--- src/design/sspb_pkg.sv ---
// Shared types and constants for the scaled sprite pixel blit.
// Used by every module of the block; depends on nothing.
`default_nettype none

package sspb_pkg;

    localparam int TEX_MAX_DEF    = 64;
    localparam int TEXEL_BITS_DEF = 32;

    localparam int POS_W      = 12;
    localparam int COLOR_W    = 32;
    localparam int COORD_W    = 14;
    localparam int SIZE_W     = 7;
    localparam int QUOT_W     = SIZE_W;
    localparam int NUM_W      = COORD_W + SIZE_W;
    localparam int IDX_W      = 9;
    localparam int LIN_W      = 2 * IDX_W;
    localparam int CFG_IDX_W  = 3;
    localparam int CFG_DATA_W = COORD_W;

    localparam logic [COLOR_W-1:0] KEY_MASK   = 32'h00FF_FFFF;
    localparam logic [SIZE_W-1:0]  SIZE_RESET = 7'd64;

    // Pipeline stage numbers: front, multiply, one stage per quotient bit,
    // texture store access, output register.
    localparam int STG_MUL      = 1;
    localparam int STG_DIV_LAST = QUOT_W + 1;
    localparam int STG_RAM      = QUOT_W + 2;
    localparam int STG_OUT      = QUOT_W + 3;

    typedef enum logic {
        KIND_LOAD = 1'b0,
        KIND_DRAW = 1'b1
    } sspb_kind_t;

    typedef enum logic [CFG_IDX_W-1:0] {
        REG_SPRITE_LEFT   = 3'd0,
        REG_SPRITE_RIGHT  = 3'd1,
        REG_SPRITE_TOP    = 3'd2,
        REG_SPRITE_BOTTOM = 3'd3,
        REG_TEX_WIDTH     = 3'd4,
        REG_TEX_HEIGHT    = 3'd5
    } sspb_reg_t;

    typedef struct packed {
        sspb_kind_t         kind;
        logic [POS_W-1:0]   pos_x;
        logic [POS_W-1:0]   pos_y;
        logic [COLOR_W-1:0] texel;
    } sspb_in_t;

    typedef struct packed {
        logic [POS_W-1:0]   out_x;
        logic [POS_W-1:0]   out_y;
        logic [COLOR_W-1:0] pixel_color;
        logic               write_enable;
    } sspb_out_t;

    // Request fields that ride alongside the scaling pipeline.
    typedef struct packed {
        sspb_kind_t         kind;
        logic [POS_W-1:0]   pos_x;
        logic [POS_W-1:0]   pos_y;
        logic [COLOR_W-1:0] texel;
        logic               hit;
    } sspb_tag_t;

    typedef struct packed {
        sspb_tag_t          tag;
        logic [COORD_W-1:0] off_x;
        logic [COORD_W-1:0] span_x;
        logic [COORD_W-1:0] off_y;
        logic [COORD_W-1:0] span_y;
    } sspb_front_t;

endpackage

`default_nettype wire

--- src/design/sspb_front.sv ---
// Front stage: rectangle hit test and offsets of the pixel within the sprite.
// Depends on sspb_pkg.
`default_nettype none

module sspb_front
    import sspb_pkg::*;
(
    input  wire logic                      aclk,
    input  wire logic                      en,
    input  wire sspb_in_t                  s_data,
    input  wire logic signed [COORD_W-1:0] sprite_left,
    input  wire logic signed [COORD_W-1:0] sprite_right,
    input  wire logic signed [COORD_W-1:0] sprite_top,
    input  wire logic signed [COORD_W-1:0] sprite_bottom,
    output sspb_front_t                    front_out
);

    sspb_front_t front_reg;
    sspb_front_t front_next;

    logic signed [COORD_W:0] x_s, y_s;
    logic signed [COORD_W:0] left_s, right_s, top_s, bottom_s;
    logic signed [COORD_W:0] dx, dy, wx, wy;

    always_comb begin
        x_s      = signed'({3'b000, s_data.pos_x});
        y_s      = signed'({3'b000, s_data.pos_y});
        left_s   = {sprite_left[COORD_W-1], sprite_left};
        right_s  = {sprite_right[COORD_W-1], sprite_right};
        top_s    = {sprite_top[COORD_W-1], sprite_top};
        bottom_s = {sprite_bottom[COORD_W-1], sprite_bottom};
        dx = x_s - left_s;
        dy = y_s - top_s;
        wx = right_s - left_s;
        wy = bottom_s - top_s;

        front_next.tag.kind  = s_data.kind;
        front_next.tag.pos_x = s_data.pos_x;
        front_next.tag.pos_y = s_data.pos_y;
        front_next.tag.texel = s_data.texel;
        front_next.tag.hit   = (x_s >= left_s) && (x_s < right_s) &&
                               (y_s >= top_s) && (y_s < bottom_s);
        // inside a non-empty rectangle the offset is non-negative and the span positive
        front_next.off_x  = dx[COORD_W-1:0];
        front_next.off_y  = dy[COORD_W-1:0];
        front_next.span_x = wx[COORD_W-1:0];
        front_next.span_y = wy[COORD_W-1:0];
    end

    always_ff @(posedge aclk) begin
        if (en) begin
            front_reg <= front_next;
        end
    end

    assign front_out = front_reg;

endmodule

`default_nettype wire

--- config.mk ---
export PLATFORM = sky130hd
export DESIGN_NAME = sspb_front
export DESIGN_NICKNAME = d
export VERILOG_FILES = /design/src/design/sspb_pkg.sv /design/src/design/sspb_front.sv
export SDC_FILE = /design/constraint.sdc
export NUM_CORES = 1
export LEC_CHECK = 0
export BUFFER_PORTS_ARGS = -buffer_cell sky130_fd_sc_hd__clkbuf_2
export CAP_MARGIN = 20
export CORE_MARGIN = 2
export CORE_UTILIZATION = 40
export CTS_CLUSTER_SIZE = 40
export DETAILED_ROUTE_END_ITERATION = 6
export GPL_TIMING_DRIVEN = 1
export PLACE_DENSITY = 0.65
export SLEW_MARGIN = 10
export SYNTH_ARGS = -nofsm -noshare
export SYNTH_HDL_FRONTEND = slang
export SYNTH_SLANG_ARGS = --single-unit
export TNS_END_PERCENT = 30
--- constraint.sdc ---
create_clock -name aclk -period 2.4 [get_ports aclk]
set_input_delay 0.24 -clock aclk [delete_from_list [all_inputs] [get_ports aclk]]
set_output_delay 0.24 -clock aclk [all_outputs]
set_load 0.02 [all_outputs]
# Yosys cells after proc, flatten, opt, wreduce, memory -nomap -nowiden
# Cells that the tools add are included.
[op_classes]
n_addsub = 4
order_cmp = 4
n_reduce_logical = 3
[op_table]
columns = ["cell", "n"]
rows = [
  ["greater-or-equal comparator 13 x 14 -> 1 bit", 2],
  ["< comparator 13 x 14 -> 1 bit", 2],
  ["subtractor 13 x 14 -> 14 bit", 2],
  ["subtractor 14 bit", 2],
  ["logical AND 1 bit", 3],
]
[word_totals]
register_bits = 114
elab_cells = 20
in_bits = 115

# Longest topological paths before layout
[logic_depth]
ltp_word = 4
ltp_mapped = 10

# Worst setup path before layout
# No wires, ideal clock.
[synth_timing]
path_kind = "input port to flip-flop"
from = "in s_data[44] (netlist bit)"
to = "reg front_reg, in the netlist front_out[54] (data pin)"
path_stages = 10
setup_slack_ps = 125
t_arrival_ps = 2018
n_path_buf = 0
setup_ps = 258
path_cell_list = "inv_1 > ha_1 > inv_1 > fa_1 > a211oi_2 > o21bai_2 > a2111oi_2 > o41a_1 > o21ai_1 > xnor2_1"
[synth_between]
elab_chain_cells = 1
[synth_rtl]
columns = ["item", "line", "rtl"]
rows = [
  ["start, declared", "sspb_front.sv:10", "input wire sspb_in_t s_data,"],
  ["subtractor 13 x 14 -> 14 bit", "sspb_front.sv:32", "dx = x_s - left_s;"],
  ["named net dx[12]", "sspb_front.sv:23", "logic signed [COORD_W:0] dx, dy, wx, wy;"],
  ["end signal, assigned", "sspb_front.sv:52", "front_reg <= front_next;"],
  ["end, declared", "sspb_front.sv:18", "sspb_front_t front_reg;"],
]
# The timed path passes the listed nets, and every way through them passes these cells.
# A chain may end at the register's enable or synchronous reset.

# Worst setup path after layout
# Ends and elaborated chain as after synthesis.

==> qor.txt <==
Wire length of the first global-routing pass - 24710 um
Slew HR - 68.71%
TritonCTS Buffers - 17
Portion of netlist area occupied by mux cells - 0%
Placeable core region - 15770 um^2
Leading cell type in the layout, fill and taps excluded - clkbuf_2
Buffering stage count on the worst path with inverters included - 3
Share of layout cells above drive strength 1 - 33.94%
CP Max Fanout - 2
Number of nets with antenna violations after detailed routing - 0
VDD IR-drop max - 0.4238 mV
Run status - completed
Smallest hold slack - 16.87 ps
CP Class - input pin to register
Worst endpoint required time - 2560 ps
Die X-Extent - 130.6 um
Synth Register Bits - 114
Internal power - 0.004623 W
H-Tree Level Count - 4
Prevailing post-synth register cell - edfxtp_1
Delay-heaviest family, CP - compound AO/OA/AOI/OAI gates
Via count of the first global-routing pass - 5123
Routability cong. - 0.8566
Post-CTS Resized - 0
Count of nets after finishing - 1003
P per Cell Area - 745.5 nW/um^2
Adder-cell area share of the yosys netlist - 15.29%
Number of vias per cell after detailed routing - 4.982
Antenna cell count - 0
Number of synthesized flops with an enable pin - 114
Final critical delay including setup and external delays - 2091 ps
Die Ht - 130.6 um
Clock edge transition at the registers on the reported setup and hold paths - 60 ps
Setup violation total in the final timing report - 0
CTS tree - yes
Number of antenna violations at the first check in global routing - 0
Ys Warns - 0
Final global-route overflow total - 0
Die Footprint - 17070 um^2
Fin crit share - 87.11%
DRC viols - 0
DPL Wire Length - 12830 um
Critical path startpoint - s_data[44]
Count of TritonRoute iterations in the first routing pass - 5
Critical Path, Cell by Cell - clkbuf_2 -> inv_1 -> ha_1 -> inv_1 -> fa_1 -> a211oi_2 -> o21bai_2 -> a2111oi_2 -> o41a_1 -> o21ai_1 -> xnor2_1
Post-synthesis instance area - 6415 um^2
Critical path endpoint category - register
Wire length reported by the detailed router - 16510 um
Core occupancy in the finished layout - 55.80%
Relative contribution of combinational cells to total power - 23.3%
Top-level I/O count - 229
Clk pwr share - 37.7%
Worst-path cell with the longest stage delay - a2111oi_2
Max Cap Viol - 0
IO buf count - 228
Maximum number of pins on one net before global-route repair - 46
First DRT Iteration DRCs - 239
Simple-gate portion of the synthesized area - 7.782%
Mean post-synth cell area - 12.22 um^2
Via count of the routed design - 5186
Routed wire length per instance - 15.85 um
Portion of the post-synthesis area used by sequential elements - 53.36%
Max Freq - 478.3 MHz
Initial Util - 40.68%
Leak - 4.078 nW
HP Start - s_data[7]
Cell chosen for the clock root - clkbuf_16
Synthesized Nets - 716
Final-layout fill cell count - 1378
Switching share of power - 29.53%
Total power of the final layout - 0.006560 W
Count of mapped cells out of synthesis - 525
Global routing usage summed across all routing layers - 18.81%
Total negative slack for setup checks - 0 ps
Count of unique library cells instantiated by Yosys - 54
Post-synth ARST share - 0%
Number of standard-cell rows in the floorplan - 46
Flip-flop count of the largest register, all copies and words added - 114
Clock sink count - 114
Proportion of power drawn by flip-flops and latches - 39.0%
Final Max Tran Viols - 0
Maximum buffer depth of the clock tree - 2
Combinational family with the most area after synthesis - adder cells
HP Class - input pin to register
Layout overhead on the synthesized area - 37.18%
Most frequent cells in the layout - 227 x clkbuf_2, 114 x edfxtp_1, 72 x ha_1
Final hold vios - 0
Worst-Margin Slew - 462.9 ps
Compound-cell area share of the yosys netlist - 13.42%
Arrival time at the worst endpoint - 2250 ps
Delay contributed by the slowest stage of the critical path - 420 ps
Share of the synthesized netlist area taken by xor and xnor gates - 6.280%
Unrepaired setup endpoints after global routing - false
Most frequent cell on the critical path - inv_1
Sort of element at the start of the critical path - input pin
Psw - 0.001937 W
-- path summary, 6_finish.rpt --
check	endpoint	cells after the start
min	front_out[64]	1
max	front_out[54]	11
-- area by class of cell --
cell class              instances  area [um^2]  area share (%)
clock inverters                15        157.7           1.792
repair buffers                268         1531           17.40
well taps                     216        270.3           3.071
clock buffers                  17        425.4           4.834
flip-flops and latches        114         3423           38.90
inverters                      66        247.7           2.815
multi-input cells             345         2744           31.18
-- per-layer routing --
| layer | vias up | routed length, um | track usage (%) |
|---|---|---|---|
| met5 | - | 0 | 0 |
| met4 | 0 | 359 | 7.447 |
| met3 | 30 | 963 | 4.316 |
| met2 | 183 | 8151 | 32.02 |
| met1 | 2436 | 7031 | 23.24 |
| li1 | 2537 | - | - |
-- power by group through the flow --
stage	sequential, W	combinational [W]	clock, W
floorplan	0.00290	0.000618	0
global placement	0.00259	0.00145	0
detailed placement	0.00260	0.00149	0
CTS	0.00256	0.00154	0.00253
global route	0.00258	0.00168	0.00262
finish	0.00256	0.00153	0.00247
-- per-stage QoR --
step	cell area [um^2]	worst slack [ps]	cells
2_1_floorplan	6415	124.6	525
3_3_place_gp	7916	-80.27	979
3_5_place_dp	7916	-150.1	979
4_1_cts	8790	301.6	1040
5_1_grt	8800	187.5	1041
6_report	8800	309.3	1041
-- logic make-up (layout without fill, tap and decap cells) --
group,after synthesis,in the layout
AOI/OAI and AO/OA,126,126
and+or+nand+nor,97,97
buffers and inverters,66,366
DFF,114,114
adders and majority gates,76,76
xor gates and xnor gates,46,46
-- what timing repair did --
action	in CTS	in global routing
hold endpoints to repair	29	1
buffers inserted	0	0
hold buffers	29	1
-- Yosys cell counts, drive strengths merged (4+ instances only) --
cell,count,share of area [%]
xnor2,33,4.5
nand2,17,0.99
fa,4,1.2
a21oi,38,3.0
xor2,13,1.8
ha,72,14
nor4,4,0.39
nand3,7,0.55
edfxtp,114,53
inv,66,3.9
nor2,23,1.3
and3,5,0.49
o2111ai,4,0.55
nand4,8,0.78
o31ai,5,0.66
nor2b,9,0.88
a21o,16,1.9
o21ai,25,2.0
nor3,10,0.86
nand2b,4,0.39
o21a,4,0.47
a211oi,6,0.78
(Power assumes the default switching activity.)
