File: src/design/sspb_pkg.sv
// Shared types and constants for the scaled sprite pixel blit.
// Used by every module of the block; depends on nothing.
`default_nettype none

package sspb_pkg;

    localparam int TEX_MAX_DEF    = 64;
    localparam int TEXEL_BITS_DEF = 32;

    localparam int POS_W      = 12;
    localparam int COLOR_W    = 32;
    localparam int COORD_W    = 14;
    localparam int SIZE_W     = 7;
    localparam int QUOT_W     = SIZE_W;
    localparam int NUM_W      = COORD_W + SIZE_W;
    localparam int IDX_W      = 9;
    localparam int LIN_W      = 2 * IDX_W;
    localparam int CFG_IDX_W  = 3;
    localparam int CFG_DATA_W = COORD_W;

    localparam logic [COLOR_W-1:0] KEY_MASK   = 32'h00FF_FFFF;
    localparam logic [SIZE_W-1:0]  SIZE_RESET = 7'd64;

    // Pipeline stage numbers: front, multiply, one stage per quotient bit,
    // texture store access, output register.
    localparam int STG_MUL      = 1;
    localparam int STG_DIV_LAST = QUOT_W + 1;
    localparam int STG_RAM      = QUOT_W + 2;
    localparam int STG_OUT      = QUOT_W + 3;

    typedef enum logic {
        KIND_LOAD = 1'b0,
        KIND_DRAW = 1'b1
    } sspb_kind_t;

    typedef enum logic [CFG_IDX_W-1:0] {
        REG_SPRITE_LEFT   = 3'd0,
        REG_SPRITE_RIGHT  = 3'd1,
        REG_SPRITE_TOP    = 3'd2,
        REG_SPRITE_BOTTOM = 3'd3,
        REG_TEX_WIDTH     = 3'd4,
        REG_TEX_HEIGHT    = 3'd5
    } sspb_reg_t;

    typedef struct packed {
        sspb_kind_t         kind;
        logic [POS_W-1:0]   pos_x;
        logic [POS_W-1:0]   pos_y;
        logic [COLOR_W-1:0] texel;
    } sspb_in_t;

    typedef struct packed {
        logic [POS_W-1:0]   out_x;
        logic [POS_W-1:0]   out_y;
        logic [COLOR_W-1:0] pixel_color;
        logic               write_enable;
    } sspb_out_t;

    // Request fields that ride alongside the scaling pipeline.
    typedef struct packed {
        sspb_kind_t         kind;
        logic [POS_W-1:0]   pos_x;
        logic [POS_W-1:0]   pos_y;
        logic [COLOR_W-1:0] texel;
        logic               hit;
    } sspb_tag_t;

    typedef struct packed {
        sspb_tag_t          tag;
        logic [COORD_W-1:0] off_x;
        logic [COORD_W-1:0] span_x;
        logic [COORD_W-1:0] off_y;
        logic [COORD_W-1:0] span_y;
    } sspb_front_t;

endpackage

`default_nettype wire

File: src/design/sspb_scaler.sv
// Scales one axis: offset * size in one stage, then a restoring divide
// by the span, one quotient bit per stage. Depends on sspb_pkg.
`default_nettype none

module sspb_scaler
    import sspb_pkg::*;
(
    input  wire logic                aclk,
    input  wire logic [QUOT_W:0]     en,
    input  wire logic [COORD_W-1:0]  off,
    input  wire logic [COORD_W-1:0]  span,
    input  wire logic [SIZE_W-1:0]   size,
    output logic      [QUOT_W-1:0]   quot
);

    logic [NUM_W-1:0]   rem_reg  [QUOT_W];
    logic [COORD_W-1:0] span_reg [QUOT_W];
    logic [QUOT_W-1:0]  quot_reg [QUOT_W+1];

    always_ff @(posedge aclk) begin
        if (en[0]) begin
            rem_reg[0]  <= NUM_W'(off) * NUM_W'(size);
            span_reg[0] <= span;
            quot_reg[0] <= '0;
        end
    end

    // offset < span, so the quotient is below size and fits QUOT_W bits
    for (genvar j = 1; j <= QUOT_W; j++) begin : g_step
        localparam int B = QUOT_W - j;

        logic [NUM_W-1:0]  divisor;
        logic              take;
        logic [NUM_W-1:0]  rem_next;
        logic [QUOT_W-1:0] quot_next;

        always_comb begin
            divisor   = NUM_W'(span_reg[j-1]) << B;
            take      = rem_reg[j-1] >= divisor;
            rem_next  = take ? (rem_reg[j-1] - divisor) : rem_reg[j-1];
            quot_next = {quot_reg[j-1][QUOT_W-2:0], take};
        end

        always_ff @(posedge aclk) begin
            if (en[j]) begin
                quot_reg[j] <= quot_next;
            end
        end

        if (j < QUOT_W) begin : g_carry
            always_ff @(posedge aclk) begin
                if (en[j]) begin
                    rem_reg[j]  <= rem_next;
                    span_reg[j] <= span_reg[j-1];
                end
            end
        end
    end

    assign quot = quot_reg[QUOT_W];

endmodule

`default_nettype wire

File: config.mk
export PLATFORM = sky130hd
export DESIGN_NAME = sspb_scaler
export DESIGN_NICKNAME = d
export VERILOG_FILES = /design/src/design/sspb_pkg.sv /design/src/design/sspb_scaler.sv
export SDC_FILE = /design/constraint.sdc
export NUM_CORES = 1
export LEC_CHECK = 0
export BUFFER_PORTS_ARGS = -buffer_cell sky130_fd_sc_hd__buf_2
export CAP_MARGIN = 5
export CORE_ASPECT_RATIO = 2
export CORE_UTILIZATION = 30
export DETAILED_ROUTE_END_ITERATION = 8
export GPL_ROUTABILITY_DRIVEN = 0
export PLACE_DENSITY = 0.41
export SYNTH_ARGS = -nofsm -noshare
export SYNTH_HDL_FRONTEND = slang
export SYNTH_SLANG_ARGS = --single-unit
File: constraint.sdc
create_clock -name aclk -period 10.8 [get_ports aclk]
set_input_delay 2.7 -clock aclk [delete_from_list [all_inputs] [get_ports aclk]]
set_output_delay 2.7 -clock aclk [all_outputs]
set_load 0.02 [all_outputs]
* After elaboration in Yosys (flattened, before gate mapping)
Memories as Yosys holds them, arrays and structs flattened. Index checks and enable logic that the tools add are counted. W data, S select, Z words.
Word-level totals: register bits after elaboration 0, bits in writable memories 301, bits of input ports 44, output and inout port bits 7, word-level logic and storage cells 39, memories 3
Cells by class: add/sub/neg operators 6, $mul 1, magnitude comparators 7, multiplexer cells 22
Memory list:
- rem_reg | words 7, bits a word 21, read ports 7, clocked after memory_dff 0, wr ports 7, line sspb_scaler.sv:16 | logic [NUM_W-1:0] rem_reg [QUOT_W];
- span_reg | words 7, bits a word 14, read ports 7, clocked after memory_dff 0, wr ports 7, line sspb_scaler.sv:17 | logic [COORD_W-1:0] span_reg [QUOT_W];
- quot_reg | words 8, bits a word 7, read ports 8, clocked after memory_dff 0, wr ports 8, line sspb_scaler.sv:18 | logic [QUOT_W-1:0] quot_reg [QUOT_W+1];
Operators by type and width (number):
- $mux W21 | 6
- $ge A21 B14 Y1 | 1
- $ge A21 B15 Y1 | 1
- $ge A21 B16 Y1 | 1
- $ge A21 B17 Y1 | 1
- $ge A21 B18 Y1 | 1
- $ge A21 B19 Y1 | 1
- $ge A21 B20 Y1 | 1
- $mul A14 B7 Y21 | 1
- $sub A21 B15 Y21 | 1
- $sub A21 B16 Y21 | 1
- $sub A21 B17 Y21 | 1
- $sub A21 B18 Y21 | 1
- $sub A21 B19 Y21 | 1
- $sub A21 B20 Y21 | 1
- $mux W1 | 16

* Depth between registers and ports, before layout
Gate-level depths: netlist of run 1. An unclocked memory read counts as a cell.
depth after elaboration 3, gate-level depth with buffers 18

* Least setup slack after synthesis of run 1
OpenSTA, ideal clock, no wires.
path kind input to register, start point in size[3], end point mem rem_reg[0][20] in the netlist's numbering (data pin), setup time 0.207 ns, arrival 6.681 ns, required time 10.593 ns, setup slack 3.912 ns, stages on the path 16, buffers on the path 1, cells stage by stage clkbuf_1 -> and2_1 -> fa_1 -> fa_1 -> fa_1 -> inv_1 -> fa_1 -> inv_1 -> ha_1 -> a21o_1 -> a21oi_1 -> nor2b_1 -> a211oi_1 -> o21ai_1 -> mux2i_1 -> a2111oi_0
RTL lines:
- from (decl) | line sspb_scaler.sv:12 | input wire logic [SIZE_W-1:0] size,
- to (decl) | line sspb_scaler.sv:16

==> report_table.html, run 1 <==
<table>
<tr><th>Metric</th><th>Value</th></tr>
<tr><th colspan="2">Synth</th></tr>
<tr><td>Async SR Flop Fraction</td><td>0%</td></tr>
<tr><td>Synth Instances</td><td>1,546</td></tr>
<tr><td>Netlist area before placement</td><td>17,200 um2</td></tr>
<tr><td>Count of cell types in the netlist</td><td>69</td></tr>
<tr><td>Syn. warnings</td><td>0</td></tr>
<tr><td>Mean post-synth cell area</td><td>11.1 um2</td></tr>
<tr><td>Number of flops mapped to enable cells by yosys</td><td>273</td></tr>
<tr><td>Most instantiated flip-flop cell in the synthesis netlist</td><td>edfxtp_1</td></tr>
<tr><td>Register area share after synthesis</td><td>~48%</td></tr>
<tr><td>FF+latch count, synth</td><td>roughly 270</td></tr>
<tr><td>Most used standard cell by instance count after synthesis</td><td>edfxtp_1</td></tr>
<tr><td>Leading area contributor after synthesis</td><td>edfxtp_1</td></tr>
<tr><td>Fraction of post-synthesis cell area in the top cell type by area</td><td>47.7%</td></tr>
<tr><td>Number of nets produced by synthesis</td><td>1,792</td></tr>
<tr><td>Top post-synthesis cells by area</td><td>edfxtp_1 (48%), ha_1 (10%), fa_1 (7.6%), inv_1 (4.3%), a21oi_1 (3.1%)</td></tr>
<tr><td>Most numerous cell types in the synthesized netlist</td><td>edfxtp_1 (273), inv_1 (196), ha_1 (137), nand2_1 (115), a21oi_1 (105)</td></tr>
<tr><th colspan="2">Clock tree</th></tr>
<tr><td>Clock root cell</td><td>clkbuf_16</td></tr>
<tr><td>TritonCTS clock tree</td><td>yes</td></tr>
<tr><td>CTS clk-pin slew, worst paths</td><td>approximately 70 ps</td></tr>
<tr><td>Worst-Skew Late Latency</td><td>560 ps</td></tr>
<tr><td>Number of sinks driven by the clock tree</td><td>around 270</td></tr>
<tr><td>Cts bufs inserted</td><td>27</td></tr>
<tr><td>Number of resized instances in the post-cts repair step</td><td>0</td></tr>
<tr><td>Number of H-tree branching levels</td><td>1</td></tr>
<tr><td>Setup fix buffers added after clock tree synthesis</td><td>0</td></tr>
<tr><td>Maximum buffer depth of the clock tree</td><td>3</td></tr>
<tr><td>Quantity of hold-fixing buffers added after cts</td><td>0</td></tr>
<tr><th colspan="2">Critical path</th></tr>
<tr><td>Highest net fanout along the worst path</td><td>14</td></tr>
<tr><td>Cell seen most often among critical-path stages</td><td>fa_1</td></tr>
<tr><td>Arr. time, crit path</td><td>between 7000 and 8000 ps</td></tr>
<tr><td>Startpoint kind of the worst setup timing path</td><td>input port</td></tr>
<tr><td>Largest stage delay, worst path</td><td>540 ps</td></tr>
<tr><td>Required time of the worst setup path</td><td>11,140 ps</td></tr>
<tr><td>Slowest stage cell on the critical path</td><td>fa_1</td></tr>
<tr><td>R2R setup slack</td><td>7130 ps</td></tr>
<tr><td>Worst setup EP type</td><td>flip-flop</td></tr>
<tr><td>CP top delay family</td><td>adder cells</td></tr>
<tr><td>Worst Setup Path Type</td><td>input port to flip-flop</td></tr>
<tr><td>Worst path buffer plus inverter count</td><td>3</td></tr>
<tr><td>Worst-path cell chain</td><td>buf_2 -&gt; and2_1 -&gt; fa_1 -&gt; fa_1 -&gt; fa_1 -&gt; inv_1 -&gt; fa_1 -&gt; inv_1 -&gt; ha_1 -&gt; a21o_1 -&gt; a21oi_1 -&gt; nor2b_1 -&gt; a211oi_1 -&gt; o21ai_1 -&gt; mux2i_1 -&gt; a2111oi_0</td></tr>
<tr><th colspan="2">Global route</th></tr>
<tr><td>Number of global-route vias before repair</td><td>~12,000</td></tr>
<tr><td>Pin count of the biggest net entering global routing</td><td>42</td></tr>
<tr><td>GRT Util Overall</td><td>13.5%</td></tr>
<tr><td>Wire length of the first global-routing pass</td><td>approximately 60 mm</td></tr>
<tr><td>Global route total overflow</td><td>0</td></tr>
<tr><td>Antenna violations before repair</td><td>2</td></tr>
<tr><th colspan="2">STA</th></tr>
<tr><td>Final critical-path setup slack</td><td>3780 ps</td></tr>
<tr><td>Maximum clock frequency</td><td>142 MHz</td></tr>
<tr><td>Worst-case clock skew</td><td>31.2 ps</td></tr>
<tr><td>Worst relative slew slack</td><td>37.1%</td></tr>
<tr><td>Final Hold Fails</td><td>0</td></tr>
<tr><td>Share of the clock period used by the worst path after layout</td><td>65.0%</td></tr>
<tr><td>Final setup vio count</td><td>0</td></tr>
<tr><td>RSZ-0062 raised after global routing</td><td>no</td></tr>
<tr><td>Setup Total Neg Slack</td><td>0 ps</td></tr>
<tr><td>Total count of max-transition violations in the final report</td><td>0</td></tr>
<tr><td>Worst-Margin Slew</td><td>936 ps</td></tr>
<tr><td>Final critical delay including setup and external delays</td><td>between 7000 and 8000 ps</td></tr>
<tr><td>Worst-case hold slack</td><td>418 ps</td></tr>
<tr><th colspan="2">Cells and area</th></tr>
<tr><td>Final design utilization</td><td>33.9%</td></tr>
<tr><td>Fillers</td><td>5,731</td></tr>
<tr><td>Layout net count</td><td>1,853</td></tr>
<tr><td>Layout Area Growth over Synthesis</td><td>11.5%</td></tr>
<tr><td>Proportion of layout cells with a drive suffix above 1</td><td>7.01%</td></tr>
<tr><td>Number of diodes</td><td>0</td></tr>
<tr><td>Largest register FFs</td><td>147</td></tr>
<tr><th colspan="2">Die</th></tr>
<tr><td>Core ar.</td><td>56,500 um2</td></tr>
<tr><td>Die Height</td><td>341 um</td></tr>
<tr><td>Number of placed I/O pins</td><td>51</td></tr>
<tr><td>Number of standard-cell rows in the floorplan</td><td>around 120</td></tr>
<tr><td>Initial cell density of the core</td><td>30.5%</td></tr>
<tr><td>Die span in x</td><td>171 um</td></tr>
<tr><td>Floorplan die area</td><td>58,300 um2</td></tr>
<tr><th colspan="2">Placed design</th></tr>
<tr><td>Count of buffers inserted at the top-level ports</td><td>50</td></tr>
<tr><td>Placed wire-length estimate after detailed placement</td><td>31.9 mm</td></tr>
<tr><td>Worst-case setup slack after placement</td><td>3210 ps</td></tr>
<tr><th colspan="2">Run status</th></tr>
<tr><td>Run status</td><td>finished, final reports clean</td></tr>
<tr><th colspan="2">Drt</th></tr>
<tr><td>Number of remaining DRC errors</td><td>0</td></tr>
<tr><td>Post-Route WL</td><td>a little under 40 mm</td></tr>
<tr><td>Average wire per standard cell</td><td>approximately 16 um</td></tr>
<tr><td>Detail-routed via count per cell</td><td>about 4.7</td></tr>
<tr><td>DRC marker count from the first detailed-route iteration</td><td>299</td></tr>
<tr><td>Number of detailed-routing iterations run before antenna repair</td><td>4</td></tr>
<tr><td>Count of vias placed by the detailed router</td><td>~11,000</td></tr>
<tr><td>Antenna Nets Post-Route</td><td>0</td></tr>
<tr><th colspan="2">Pwr</th></tr>
<tr><td>Maximum VDD drop</td><td>between 100 and 150 uV</td></tr>
<tr><td>Power Total</td><td>between 4 and 5 mW</td></tr>
<tr><td>Cell leakage power</td><td>7.94 nW</td></tr>
<tr><td>Power density normalized to cell area</td><td>261 nW/um2</td></tr>
<tr><th colspan="2">Min path</th></tr>
<tr><td>Tightest Hold Check Type</td><td>flip-flop to flip-flop</td></tr>
<tr><th colspan="2">Flow run</th></tr>
<tr><td># Max-Cap Violations</td><td>0</td></tr>
</table>
-- path summary, 6_finish.rpt --
| path | from | endpoint | depth (start not counted) |
|---|---|---|---|
| max reg2reg | rem_reg[1][8]$_DFFE_PP_ | rem_reg[2][10]$_DFFE_PP_ | 8 |
| min reg2reg | quot_reg[2][3]$_DFFE_PP_ | quot_reg[2][11]$_DFFE_PP_ | 0 |
| max | size[5] | rem_reg[0][20]$_DFFE_PP_ | 16 |
| min | quot_reg[2][3]$_DFFE_PP_ | quot_reg[2][11]$_DFFE_PP_ | 0 |
-- logic make-up after synthesis --
family | share of synthesized area [%]
AND/OR/NAND/NOR | 11.9
AO/OA/AOI/OAI | 12.2
flip-flops | 47.7
buffers and inverters | 4.87
adder cells (fa/ha/maj) | 17.5
XOR/XNOR | 4.33
multiplexers | 1.51
-- worst register-to-register path: stages, from the launching register on --
cell and delay (ps):
edfxtp_1 400, ha_1 390, nand4_1 200, or4_1 460
nor4_2 790, a2111oi_0 320, o211ai_2 130, buf_4 340
mux2_2 390
-- metal layers --
| layer | GRT usage, % | wire, um | vias to the layer above |
|---|---|---|---|
| met4 | 8.24 | 2370 | 0 |
| met5 | 0 | 0 | - |
| met2 | 30.9 | 24300 | 172 |
| met1 | 8.90 | 10700 | 5314 |
| li1 | - | - | 5598 |
| met3 | 1.80 | 1120 | 100 |
-- layout by cell type, fill, tap and decap left out, types with 9 or more instances in the layout --
cell | netlist | final
o21ai_0 | 28 | 28
nand2_1 | 115 | 115
a21oi_1 | 105 | 104
ha_1 | 137 | 137
a21o_1 | 38 | 38
o31ai_1 | 14 | 14
a211oi_1 | 17 | 17
nor2_1 | 91 | 91
a31oi_1 | 13 | 13
nor4_1 | 12 | 10
and2_1 | 74 | 74
inv_1 | 196 | 196
nor2b_1 | 18 | 18
xor2_1 | 35 | 35
mux2_2 | 11 | 11
edfxtp_1 | 273 | 273
nand4_1 | 9 | 9
clkbuf_16 | 0 | 27
xnor2_1 | 50 | 50
o21ai_1 | 34 | 34
nand2b_1 | 17 | 17
fa_1 | 65 | 65
nand3_1 | 18 | 18
buf_2 | 3 | 50
and3_1 | 12 | 12
o21bai_1 | 9 | 9
o21a_1 | 22 | 22
nor3_1 | 20 | 20
-- report_power, final --
part           leakage, nW  internal [mW]  switching [mW]  total (mW)
Sequential            2.64           1.60           0.152        1.76
Combinational         4.91           1.01            1.33        2.34
Clock                0.397          0.504           0.396       0.900
Total                 7.94           3.12            1.88        5.00
-- layout make-up --
class	instances	area [um2]	share of cell area (%)
multi-input cells	1052	8180	42.7
flip-flops and latches	273	8200	42.8
clock buffers	33	698	3.64
clock inverters	15	123	0.640
inverters	197	739	3.86
well taps	750	938	4.89
repair buffers	56	295	1.54
-- through the flow --
step / area [um2] / instances
detailed placement: 18400 / 2328
floorplan: 17200 / 1546
global placement: 18400 / 2328
finish: 19200 / 2376
CTS: 19200 / 2376
global route: 19200 / 2376
No activity file was read; power rests on OpenSTA's default activity.
==> run 2, diff against run 1 <==
--- a/config.mk
+++ b/config.mk
@@ -5,13 +5,14 @@
 export SDC_FILE = /design/constraint.sdc
 export NUM_CORES = 1
 export LEC_CHECK = 0
+export ABC_AREA = 1
 export BUFFER_PORTS_ARGS = -buffer_cell sky130_fd_sc_hd__buf_2
 export CAP_MARGIN = 5
 export CORE_ASPECT_RATIO = 2
 export CORE_UTILIZATION = 30
 export DETAILED_ROUTE_END_ITERATION = 8
 export GPL_ROUTABILITY_DRIVEN = 0
-export PLACE_DENSITY = 0.41
+export PLACE_DENSITY = 0.43
 export SYNTH_ARGS = -nofsm -noshare
 export SYNTH_HDL_FRONTEND = slang
 export SYNTH_SLANG_ARGS = --single-unit
==> constraint.sdc (replaced) <==
create_clock -name aclk -period 5.6 [get_ports aclk]
set_input_delay 1.4 -clock aclk [delete_from_list [all_inputs] [get_ports aclk]]
set_output_delay 1.4 -clock aclk [all_outputs]
set_load 0.02 [all_outputs]
==> report_table.html, run 2 <==
<table>
<tr><th>Metric</th><th>Value</th></tr>
<tr><th colspan="2">Critical path</th></tr>
<tr><td>Required time of the worst setup path</td><td>5920 ps (-5220 ps)</td></tr>
<tr><td>Arr. time, crit path</td><td>5300 ps (-2060 ps)</td></tr>
<tr><td>Slowest stage cell on the critical path</td><td>fa_1</td></tr>
<tr><td>Worst setup EP type</td><td>flip-flop</td></tr>
<tr><td>CP top delay family</td><td>adder cells</td></tr>
<tr><td>Worst Setup Path Type</td><td>input port to flip-flop</td></tr>
<tr><td>R2R setup slack</td><td>2480 ps (-4650 ps)</td></tr>
<tr><td>Highest net fanout along the worst path</td><td>14 (unchanged)</td></tr>
<tr><td>Worst-path cell chain</td><td>buf_2 -&gt; nand2_1 -&gt; fa_1 -&gt; fa_1 -&gt; inv_1 -&gt; fa_1 -&gt; inv_1 -&gt; fa_1 -&gt; inv_1 -&gt; ha_1 -&gt; nand2_1 -&gt; inv_1 -&gt; nand3_1 -&gt; nor2_1 -&gt; nand2_1 -&gt; nand3_1 -&gt; nand2_1 -&gt; nand3b_1 -&gt; nand2_1</td></tr>
<tr><td>Largest stage delay, worst path</td><td>560 ps (+20 ps)</td></tr>
<tr><td>Cell seen most often among critical-path stages</td><td>nand2_1</td></tr>
<tr><td>Worst path buffer plus inverter count</td><td>5 (+2)</td></tr>
<tr><td>Startpoint kind of the worst setup timing path</td><td>input port</td></tr>
<tr><th colspan="2">Synth</th></tr>
<tr><td>Most used standard cell by instance count after synthesis</td><td>nand2_1</td></tr>
<tr><td>Leading area contributor after synthesis</td><td>edfxtp_1</td></tr>
<tr><td>Register area share after synthesis</td><td>42.2% (-5.4 points)</td></tr>
<tr><td>Syn. warnings</td><td>0 (unchanged)</td></tr>
<tr><td>Netlist area before placement</td><td>19,400 um2 (+13%)</td></tr>
<tr><td>Most instantiated flip-flop cell in the synthesis netlist</td><td>edfxtp_1</td></tr>
<tr><td>Fraction of post-synthesis cell area in the top cell type by area</td><td>42.2% (-5.4 points)</td></tr>
<tr><td>Number of nets produced by synthesis</td><td>2,582 (+44%)</td></tr>
<tr><td>Top post-synthesis cells by area</td><td>edfxtp_1 (42%), nand2_1 (15%), inv_1 (8.9%), ha_1 (8.8%), fa_1 (6.7%)</td></tr>
<tr><td>Mean post-synth cell area</td><td>8.31 um2 (-25%)</td></tr>
<tr><td>Synth Instances</td><td>2,336 (+51%)</td></tr>
<tr><td>Most numerous cell types in the synthesized netlist</td><td>nand2_1 (756), inv_1 (458), edfxtp_1 (273), nor2_1 (148), ha_1 (137)</td></tr>
<tr><td>Number of flops mapped to enable cells by yosys</td><td>273 (unchanged)</td></tr>
<tr><td>FF+latch count, synth</td><td>273 (unchanged)</td></tr>
<tr><td>Count of cell types in the netlist</td><td>41 (-41%)</td></tr>
<tr><td>Async SR Flop Fraction</td><td>0% (unchanged)</td></tr>
<tr><th colspan="2">Pwr</th></tr>
<tr><td>Maximum VDD drop</td><td>272 uV (+140%)</td></tr>
<tr><td>Fraction of power consumed by sequential logic</td><td>30.7% (-4.4 points)</td></tr>
<tr><td>Cell leakage power</td><td>10.7 nW (+35%)</td></tr>
<tr><td>Cell internal power dissipation</td><td>6.19 mW (+99%)</td></tr>
<tr><td>Switch share</td><td>44.4% (+6.8 points)</td></tr>
<tr><td>Proportion of power drawn by combinational gates</td><td>51.2% (+4.4 points)</td></tr>
<tr><td>Clock Power Share</td><td>18.1% (about the same)</td></tr>
<tr><td>Power density normalized to cell area</td><td>519 nW/um2 (+99%)</td></tr>
<tr><td>Switching pwr</td><td>4.95 mW (+160%)</td></tr>
<tr><th colspan="2">Die</th></tr>
<tr><td>Die span in x</td><td>182 um (+6.2%)</td></tr>
<tr><td>Floorplan die area</td><td>65,800 um2 (+13%)</td></tr>
<tr><td>Initial cell density of the core</td><td>30.4% (-0.077 points)</td></tr>
<tr><td>Core ar.</td><td>63,900 um2 (+13%)</td></tr>
<tr><td>Die Height</td><td>362 um (+6.2%)</td></tr>
<tr><td>Number of standard-cell rows in the floorplan</td><td>131 (+6.5%)</td></tr>
<tr><td>Number of placed I/O pins</td><td>51 (unchanged)</td></tr>
<tr><th colspan="2">Clock tree</th></tr>
<tr><td>CTS clk-pin slew, worst paths</td><td>60 ps (about the same)</td></tr>
<tr><td>Cts bufs inserted</td><td>30 (+11%)</td></tr>
<tr><td>Quantity of hold-fixing buffers added after cts</td><td>0 (unchanged)</td></tr>
<tr><td>Number of H-tree branching levels</td><td>1 (unchanged)</td></tr>
<tr><td>TritonCTS clock tree</td><td>yes</td></tr>
<tr><td>Clock root cell</td><td>clkbuf_16</td></tr>
<tr><td>Number of resized instances in the post-cts repair step</td><td>0 (unchanged)</td></tr>
<tr><td>Worst-Skew Late Latency</td><td>590 ps (+30 ps)</td></tr>
<tr><td>Maximum buffer depth of the clock tree</td><td>3 (unchanged)</td></tr>
<tr><td>Setup fix buffers added after clock tree synthesis</td><td>0 (unchanged)</td></tr>
<tr><td>Number of sinks driven by the clock tree</td><td>273 (unchanged)</td></tr>
<tr><th colspan="2">STA</th></tr>
<tr><td>Final critical-path setup slack</td><td>620 ps (-3160 ps)</td></tr>
<tr><td>Worst-Margin Slew</td><td>934 ps (-1.22 ps)</td></tr>
<tr><td>Final critical delay including setup and external delays</td><td>4980 ps</td></tr>
<tr><td>Worst relative slew slack</td><td>37.7% (+0.60 points)</td></tr>
<tr><td>Setup Total Neg Slack</td><td>0 ps (unchanged)</td></tr>
<tr><td>Final Hold Fails</td><td>0 (unchanged)</td></tr>
<tr><td>Maximum clock frequency</td><td>201 MHz</td></tr>
<tr><td>RSZ-0062 raised after global routing</td><td>no</td></tr>
<tr><td>Worst-case clock skew</td><td>18.8 ps (-12.4 ps)</td></tr>
<tr><td>Share of the clock period used by the worst path after layout</td><td>88.9%</td></tr>
<tr><td>Total count of max-transition violations in the final report</td><td>0 (unchanged)</td></tr>
<tr><td>Final setup vio count</td><td>0 (unchanged)</td></tr>
<tr><th colspan="2">Cells and area</th></tr>
<tr><td>Fillers</td><td>6,783 (+18%)</td></tr>
<tr><td>Most common library cell in the layout ignoring fill and taps</td><td>nand2_1</td></tr>
<tr><td>Proportion of layout cells with a drive suffix above 1</td><td>5.91% (-1.1 points)</td></tr>
<tr><td>Highest-count cells in the layout ignoring fill and taps</td><td>nand2_1 (756), inv_1 (458), edfxtp_1 (273), nor2_1 (148), ha_1 (137)</td></tr>
<tr><td>Number of diodes</td><td>0 (unchanged)</td></tr>
<tr><td>Layout net count</td><td>2,643 (+43%)</td></tr>
<tr><td>Largest register FFs</td><td>147 (unchanged)</td></tr>
<tr><td>Layout Area Growth over Synthesis</td><td>10.7%</td></tr>
<tr><th colspan="2">Placed design</th></tr>
<tr><td>Count of buffers inserted at the top-level ports</td><td>50 (unchanged)</td></tr>
<tr><td>Worst-case setup slack after placement</td><td>37.0 ps (-3180 ps)</td></tr>
<tr><td>Placed wire-length estimate after detailed placement</td><td>47.0 mm (+47%)</td></tr>
<tr><th colspan="2">Drt</th></tr>
<tr><td>Detail-routed via count per cell</td><td>4.70 (-0.23%)</td></tr>
<tr><td>Count of vias placed by the detailed router</td><td>15,100 (+35%)</td></tr>
<tr><td>DRC marker count from the first detailed-route iteration</td><td>430 (+44%)</td></tr>
<tr><td>Average wire per standard cell</td><td>17.3 um (+6.9%)</td></tr>
<tr><td>Antenna Nets Post-Route</td><td>0 (unchanged)</td></tr>
<tr><td>Post-Route WL</td><td>55.7 mm (+45%)</td></tr>
<tr><td>Number of detailed-routing iterations run before antenna repair</td><td>6 (+2)</td></tr>
<tr><td>Number of remaining DRC errors</td><td>0 (unchanged)</td></tr>
<tr><th colspan="2">Global route</th></tr>
<tr><td>Pin count of the biggest net entering global routing</td><td>42 (unchanged)</td></tr>
<tr><td>Wire length of the first global-routing pass</td><td>85.7 mm (+42%)</td></tr>
<tr><td>Global route total overflow</td><td>0 (unchanged)</td></tr>
<tr><td>Antenna violations before repair</td><td>0 (-2)</td></tr>
<tr><td>GRT Util Overall</td><td>17.2% (+3.7 points)</td></tr>
<tr><td>Number of global-route vias before repair</td><td>16,300 (+34%)</td></tr>
<tr><th colspan="2">Flow run</th></tr>
<tr><td># Max-Cap Violations</td><td>0 (unchanged)</td></tr>
<tr><th colspan="2">Min path</th></tr>
<tr><td>Tightest Hold Check Type</td><td>flip-flop to flip-flop</td></tr>
<tr><th colspan="2">Run status</th></tr>
<tr><td>Run status</td><td>finished, final reports clean</td></tr>
</table>
==> run 2: changes by cell type in the layout (fill, tap and decap cells not counted), moves of 19 or more <==
cell | before | now
nand3_1 | 18 | 133
a21o_1 | 38 | 6
and2_1 | 74 | 9
nand2_1 | 115 | 756
xnor2_1 | 50 | 18
o21a_1 | 22 | 2
o21ai_1 | 34 | 10
nor2_1 | 91 | 148
inv_1 | 196 | 458
a21oi_1 | 104 | 85
==> run 2: power by group through the flow <==
stage          clock, mW  sequential [mW]  combinational, mW
2_1_floorplan          0             3.32               4.13
3_3_place_gp           0             3.45               5.71
3_5_place_dp           0             3.47               5.74
4_1_cts             2.09             3.42               5.77
5_1_grt             2.15             3.48               6.46
6_report            2.02             3.42               5.71
==> run 2: cell families (layout without fill, tap and decap cells) <==
kind of cell / count (synthesis) / in the layout / share of synthesized area (%)
and+or+nand+nor: 1142 / 1142 / 24.6
buffers and inverters: 486 / 570 / 9.89
DFF: 273 / 273 / 42.2
adders and majority gates: 202 / 202 / 15.5
AOI/OAI and AO/OA: 174 / 174 / 5.12
xor gates and xnor gates: 59 / 59 / 2.66
==> run 2: worst paths after layout <==
kind,end,depth (start not counted),start
worst max-delay path,rem_reg[0][20]$_DFFE_PP_,19,size[6]
worst min-delay path,quot_reg[3][4]$_DFFE_PP_,0,quot_reg[2][10]$_DFFE_PP_
worst max register to register,rem_reg[6][9]$_DFFE_PP_,12,span_reg[5][0]$_DFFE_PP_
worst min register to register,quot_reg[3][4]$_DFFE_PP_,0,quot_reg[2][10]$_DFFE_PP_
==> run 2: metrics by stage <==
step	instance area [um2]	utilization (%)	power [mW]	instances	hold WS (ps)
after floorplan	19400	-	7.45	2336	400
after global placement	20500	32.1	9.16	3163	402
after detailed placement	20500	32.1	9.21	3163	405
after CTS	21500	33.6	11.3	3218	420
after global routing	21500	33.6	12.1	3218	424
final	21500	33.6	11.1	3218	418
==> run 2: area by class of cell <==
cell class              count  area (um2)  area share (%)
clock buffers              31         754            3.51
clock inverters            24         236            1.10
inverters                 461        1730            8.06
multi-input cells        1577        9300            43.2
flip-flops and latches    273        8200            38.1
well taps                 798         998            4.64
repair buffers             54         280            1.30
==> run 2: routing by layer <==
metal | track usage [%] | wire length [um] | share of wire [%] | vias to the layer above
met3 | 1.57 | 1320 | 2.4 | 188
met4 | 12.9 | 4650 | 8.3 | 0
met1 | 11.6 | 15300 | 27 | 7060
met5 | 0 | 0 | 0 | -
li1 | - | - | - | 7558
met2 | 39.1 | 34500 | 62 | 307
==> run 3, diff against run 2 <==
--- a/config.mk
+++ b/config.mk
@@ -12,7 +12,8 @@
 export CORE_UTILIZATION = 30
 export DETAILED_ROUTE_END_ITERATION = 8
 export GPL_ROUTABILITY_DRIVEN = 0
-export PLACE_DENSITY = 0.43
+export GPL_TIMING_DRIVEN = 0
+export PLACE_DENSITY = 0.53
 export SYNTH_ARGS = -nofsm -noshare
 export SYNTH_HDL_FRONTEND = slang
 export SYNTH_SLANG_ARGS = --single-unit
==> report_table.html, run 3 (same netlist as run 2, synthesis figures left out) <==
<table>
<tr><th>Metric</th><th>Value</th></tr>
<tr><th colspan="2">Die</th></tr>
<tr><td>Die span in x</td><td>182 um (unchanged)</td></tr>
<tr><td>Number of placed I/O pins</td><td>51 (unchanged)</td></tr>
<tr><td>Core ar.</td><td>63,900 um2 (unchanged)</td></tr>
<tr><td>Number of standard-cell rows in the floorplan</td><td>131 (unchanged)</td></tr>
<tr><td>Initial cell density of the core</td><td>30.4% (unchanged)</td></tr>
<tr><td>Die Height</td><td>362 um (unchanged)</td></tr>
<tr><td>Floorplan die area</td><td>65,800 um2 (unchanged)</td></tr>
<tr><th colspan="2">Min path</th></tr>
<tr><td>Tightest Hold Check Type</td><td>flip-flop to flip-flop</td></tr>
<tr><th colspan="2">Drt</th></tr>
<tr><td>Antenna Nets Post-Route</td><td>0 (unchanged)</td></tr>
<tr><td>Count of vias placed by the detailed router</td><td>15,300 (+1.0%)</td></tr>
<tr><td>Number of remaining DRC errors</td><td>0 (unchanged)</td></tr>
<tr><td>Detail-routed via count per cell</td><td>4.72 (+0.51%)</td></tr>
<tr><td>DRC marker count from the first detailed-route iteration</td><td>533 (+24%)</td></tr>
<tr><td>Average wire per standard cell</td><td>15.7 um (-9.3%)</td></tr>
<tr><td>Number of detailed-routing iterations run before antenna repair</td><td>5 (-1)</td></tr>
<tr><td>Post-Route WL</td><td>50.8 mm (-8.9%)</td></tr>
<tr><th colspan="2">Cells and area</th></tr>
<tr><td>Highest-count cells in the layout ignoring fill and taps</td><td>nand2_1 (756), inv_1 (458), edfxtp_1 (273), nor2_1 (148), ha_1 (137)</td></tr>
<tr><td>Largest register FFs</td><td>147 (unchanged)</td></tr>
<tr><td>Most common library cell in the layout ignoring fill and taps</td><td>nand2_1</td></tr>
<tr><td>Number of diodes</td><td>0 (unchanged)</td></tr>
<tr><td>Final cell count without fillers</td><td>3,234 (+0.50%)</td></tr>
<tr><td>Layout Area Growth over Synthesis</td><td>11.8%</td></tr>
<tr><td>Fillers</td><td>6,613 (-2.5%)</td></tr>
<tr><td>Finished layout cell area</td><td>21,700 um2 (+0.97%)</td></tr>
<tr><td>Final design utilization</td><td>34.0% (+0.33 points)</td></tr>
<tr><td>Layout net count</td><td>2,659 (+0.61%)</td></tr>
<tr><td>Proportion of layout cells with a drive suffix above 1</td><td>6.69% (+0.78 points)</td></tr>
<tr><th colspan="2">Pwr</th></tr>
<tr><td>Fraction of power consumed by sequential logic</td><td>30.3% (-0.4 points)</td></tr>
<tr><td>Switch share</td><td>43.3% (-1.2 points)</td></tr>
<tr><td>Cell leakage power</td><td>10.8 nW (+1.0%)</td></tr>
<tr><td>Switching pwr</td><td>4.83 mW (-2.4%)</td></tr>
<tr><td>Cell internal power dissipation</td><td>6.34 mW (+2.4%)</td></tr>
<tr><td>Clock Power Share</td><td>18.9% (+0.8 points)</td></tr>
<tr><td>Power density normalized to cell area</td><td>515 nW/um2 (-0.73%)</td></tr>
<tr><td>Maximum VDD drop</td><td>289 uV (+6.3%)</td></tr>
<tr><td>Proportion of power drawn by combinational gates</td><td>50.9% (-0.3 points)</td></tr>
<tr><th colspan="2">STA</th></tr>
<tr><td>Total count of max-transition violations in the final report</td><td>0 (unchanged)</td></tr>
<tr><td>Final Hold Fails</td><td>0 (unchanged)</td></tr>
<tr><td>Worst relative slew slack</td><td>39.3% (+1.6 points)</td></tr>
<tr><td>Final critical delay including setup and external delays</td><td>5170 ps (+188 ps)</td></tr>
<tr><td>Maximum clock frequency</td><td>194 MHz (-3.6%)</td></tr>
<tr><td>Share of the clock period used by the worst path after layout</td><td>92.3% (+3.4 points)</td></tr>
<tr><td>Worst-Margin Slew</td><td>910 ps (-24.4 ps)</td></tr>
<tr><td>Setup Total Neg Slack</td><td>0 ps (unchanged)</td></tr>
<tr><td>Worst-case clock skew</td><td>22.6 ps (+3.84 ps)</td></tr>
<tr><td>RSZ-0062 raised after global routing</td><td>no</td></tr>
<tr><td>Final setup vio count</td><td>0 (unchanged)</td></tr>
<tr><td>Final critical-path setup slack</td><td>433 ps (-188 ps)</td></tr>
<tr><th colspan="2">Placed design</th></tr>
<tr><td>Count of buffers inserted at the top-level ports</td><td>50 (unchanged)</td></tr>
<tr><td>Worst-case setup slack after placement</td><td>-585 ps (-622 ps)</td></tr>
<tr><td>Cell area after placement</td><td>20,700 um2 (+0.77%)</td></tr>
<tr><td>Number of cells in the design after placement</td><td>3,184 (+0.66%)</td></tr>
<tr><td>Placed wire-length estimate after detailed placement</td><td>42.6 mm (-9.4%)</td></tr>
<tr><th colspan="2">Clock tree</th></tr>
<tr><td>Worst-Skew Late Latency</td><td>570 ps (-20 ps)</td></tr>
<tr><td>Cts bufs inserted</td><td>31 (+3.3%)</td></tr>
<tr><td>Number of H-tree branching levels</td><td>1 (unchanged)</td></tr>
<tr><td>CTS clk-pin slew, worst paths</td><td>60 ps (about the same)</td></tr>
<tr><td>Maximum buffer depth of the clock tree</td><td>3 (unchanged)</td></tr>
<tr><td>Quantity of hold-fixing buffers added after cts</td><td>0 (unchanged)</td></tr>
<tr><td>Setup fix buffers added after clock tree synthesis</td><td>0 (unchanged)</td></tr>
<tr><td>TritonCTS clock tree</td><td>yes</td></tr>
<tr><td>Number of resized instances in the post-cts repair step</td><td>0 (unchanged)</td></tr>
<tr><td>Number of sinks driven by the clock tree</td><td>273 (unchanged)</td></tr>
<tr><td>Clock root cell</td><td>clkbuf_16</td></tr>
<tr><th colspan="2">Global route</th></tr>
<tr><td>Global route total overflow</td><td>0 (unchanged)</td></tr>
<tr><td>GRT Util Overall</td><td>15.7% (-1.5 points)</td></tr>
<tr><td>Pin count of the biggest net entering global routing</td><td>42 (unchanged)</td></tr>
<tr><td>Wire length of the first global-routing pass</td><td>80.5 mm (-6.1%)</td></tr>
<tr><td>Antenna violations before repair</td><td>0 (unchanged)</td></tr>
<tr><td>Number of global-route vias before repair</td><td>16,400 (+0.37%)</td></tr>
<tr><th colspan="2">Critical path</th></tr>
<tr><td>Highest net fanout along the worst path</td><td>14 (unchanged)</td></tr>
<tr><td>Arr. time, crit path</td><td>5470 ps (+170 ps)</td></tr>
<tr><td>Worst setup EP type</td><td>flip-flop</td></tr>
<tr><td>Required time of the worst setup path</td><td>5900 ps (-20 ps)</td></tr>
<tr><td>Worst Setup Path Type</td><td>input port to flip-flop</td></tr>
<tr><td>Startpoint kind of the worst setup timing path</td><td>input port</td></tr>
<tr><th colspan="2">Run status</th></tr>
<tr><td>Run status</td><td>finished, final reports clean</td></tr>
<tr><th colspan="2">Flow run</th></tr>
<tr><td># Max-Cap Violations</td><td>0 (unchanged)</td></tr>
</table>
## run 3: changes by cell type in the layout (fill, tap and decap cells not counted)
cell,change
clkinv_8,-1
buf_2,+3
clkbuf_1,+2
clkbuf_16,+1
clkinvlp_4,+2
buf_6,+10
inv_6,-1
bufinv_16,+2
clkinv_1,-6
clkinv_2,+4
## run 3: metrics by stage
step | hold WS (ps) | power, mW
final | 420 | 11.2
after global routing | 428 | 12.1
after CTS | 424 | 11.2
after detailed placement | 409 | 9.09
after global placement | 407 | 8.99
after floorplan | 400 | 7.45
## run 3: cell type report
type                            count  area (um2)  share of cell area, %
Inverter                          461        1730                   7.98
Clock buffer                       32         779                   3.59
Tap cell                          798         998                   4.60
Buffer                             19         165                  0.761
Clock inverter                     24         284                   1.31
Multi-Input combinational cell   1577        9300                   42.8
Timing Repair Buffer               50         250                   1.15
Sequential cell                   273        8200                   37.8
## run 3: worst paths after layout
kind                            start                        to  slack (ps)  depth (start not counted)
max                           size[5]  rem_reg[0][16]$_DFFE_PP_         430                         19
min reg2reg  quot_reg[3][1]$_DFFE_PP_  quot_reg[3][9]$_DFFE_PP_         420                          0
min          quot_reg[3][1]$_DFFE_PP_  quot_reg[3][9]$_DFFE_PP_         420                          0
max reg2reg  span_reg[5][0]$_DFFE_PP_   rem_reg[6][9]$_DFFE_PP_        2860                         13
## run 3: power by group through the flow
stage          clock, mW  sequential (mW)  combinational [mW]
2_1_floorplan          0             3.32                4.13
3_3_place_gp           0             3.40                5.59
3_5_place_dp           0             3.42                5.67
4_1_cts             2.17             3.38                5.69
5_1_grt             2.24             3.44                6.43
6_report            2.11             3.38                5.69
## run 3: worst max-delay path, cell delays in order
cell and delay [ps]:
buf_2 270, nand2_1 80, inv_1 90, fa_1 460
fa_1 530, fa_1 610, inv_1 80, fa_1 530
inv_1 40, ha_1 370, nand2_1 160, inv_1 70
nand2_1 70, o21bai_1 100, nand3_1 190, nand2_1 140
nand2_1 70, nand2_1 70, nand2_1 110
## run 3: metal layers
| metal | vias up | GRT usage [%] | wire (um) |
|---|---|---|---|
| li1 | 7573 | - | - |
| met1 | 7118 | 11.7 | 15000 |
| met2 | 389 | 34.2 | 30200 |
| met3 | 186 | 1.68 | 1470 |
| met4 | 0 | 12.0 | 4050 |
| met5 | - | 0 | 0 |
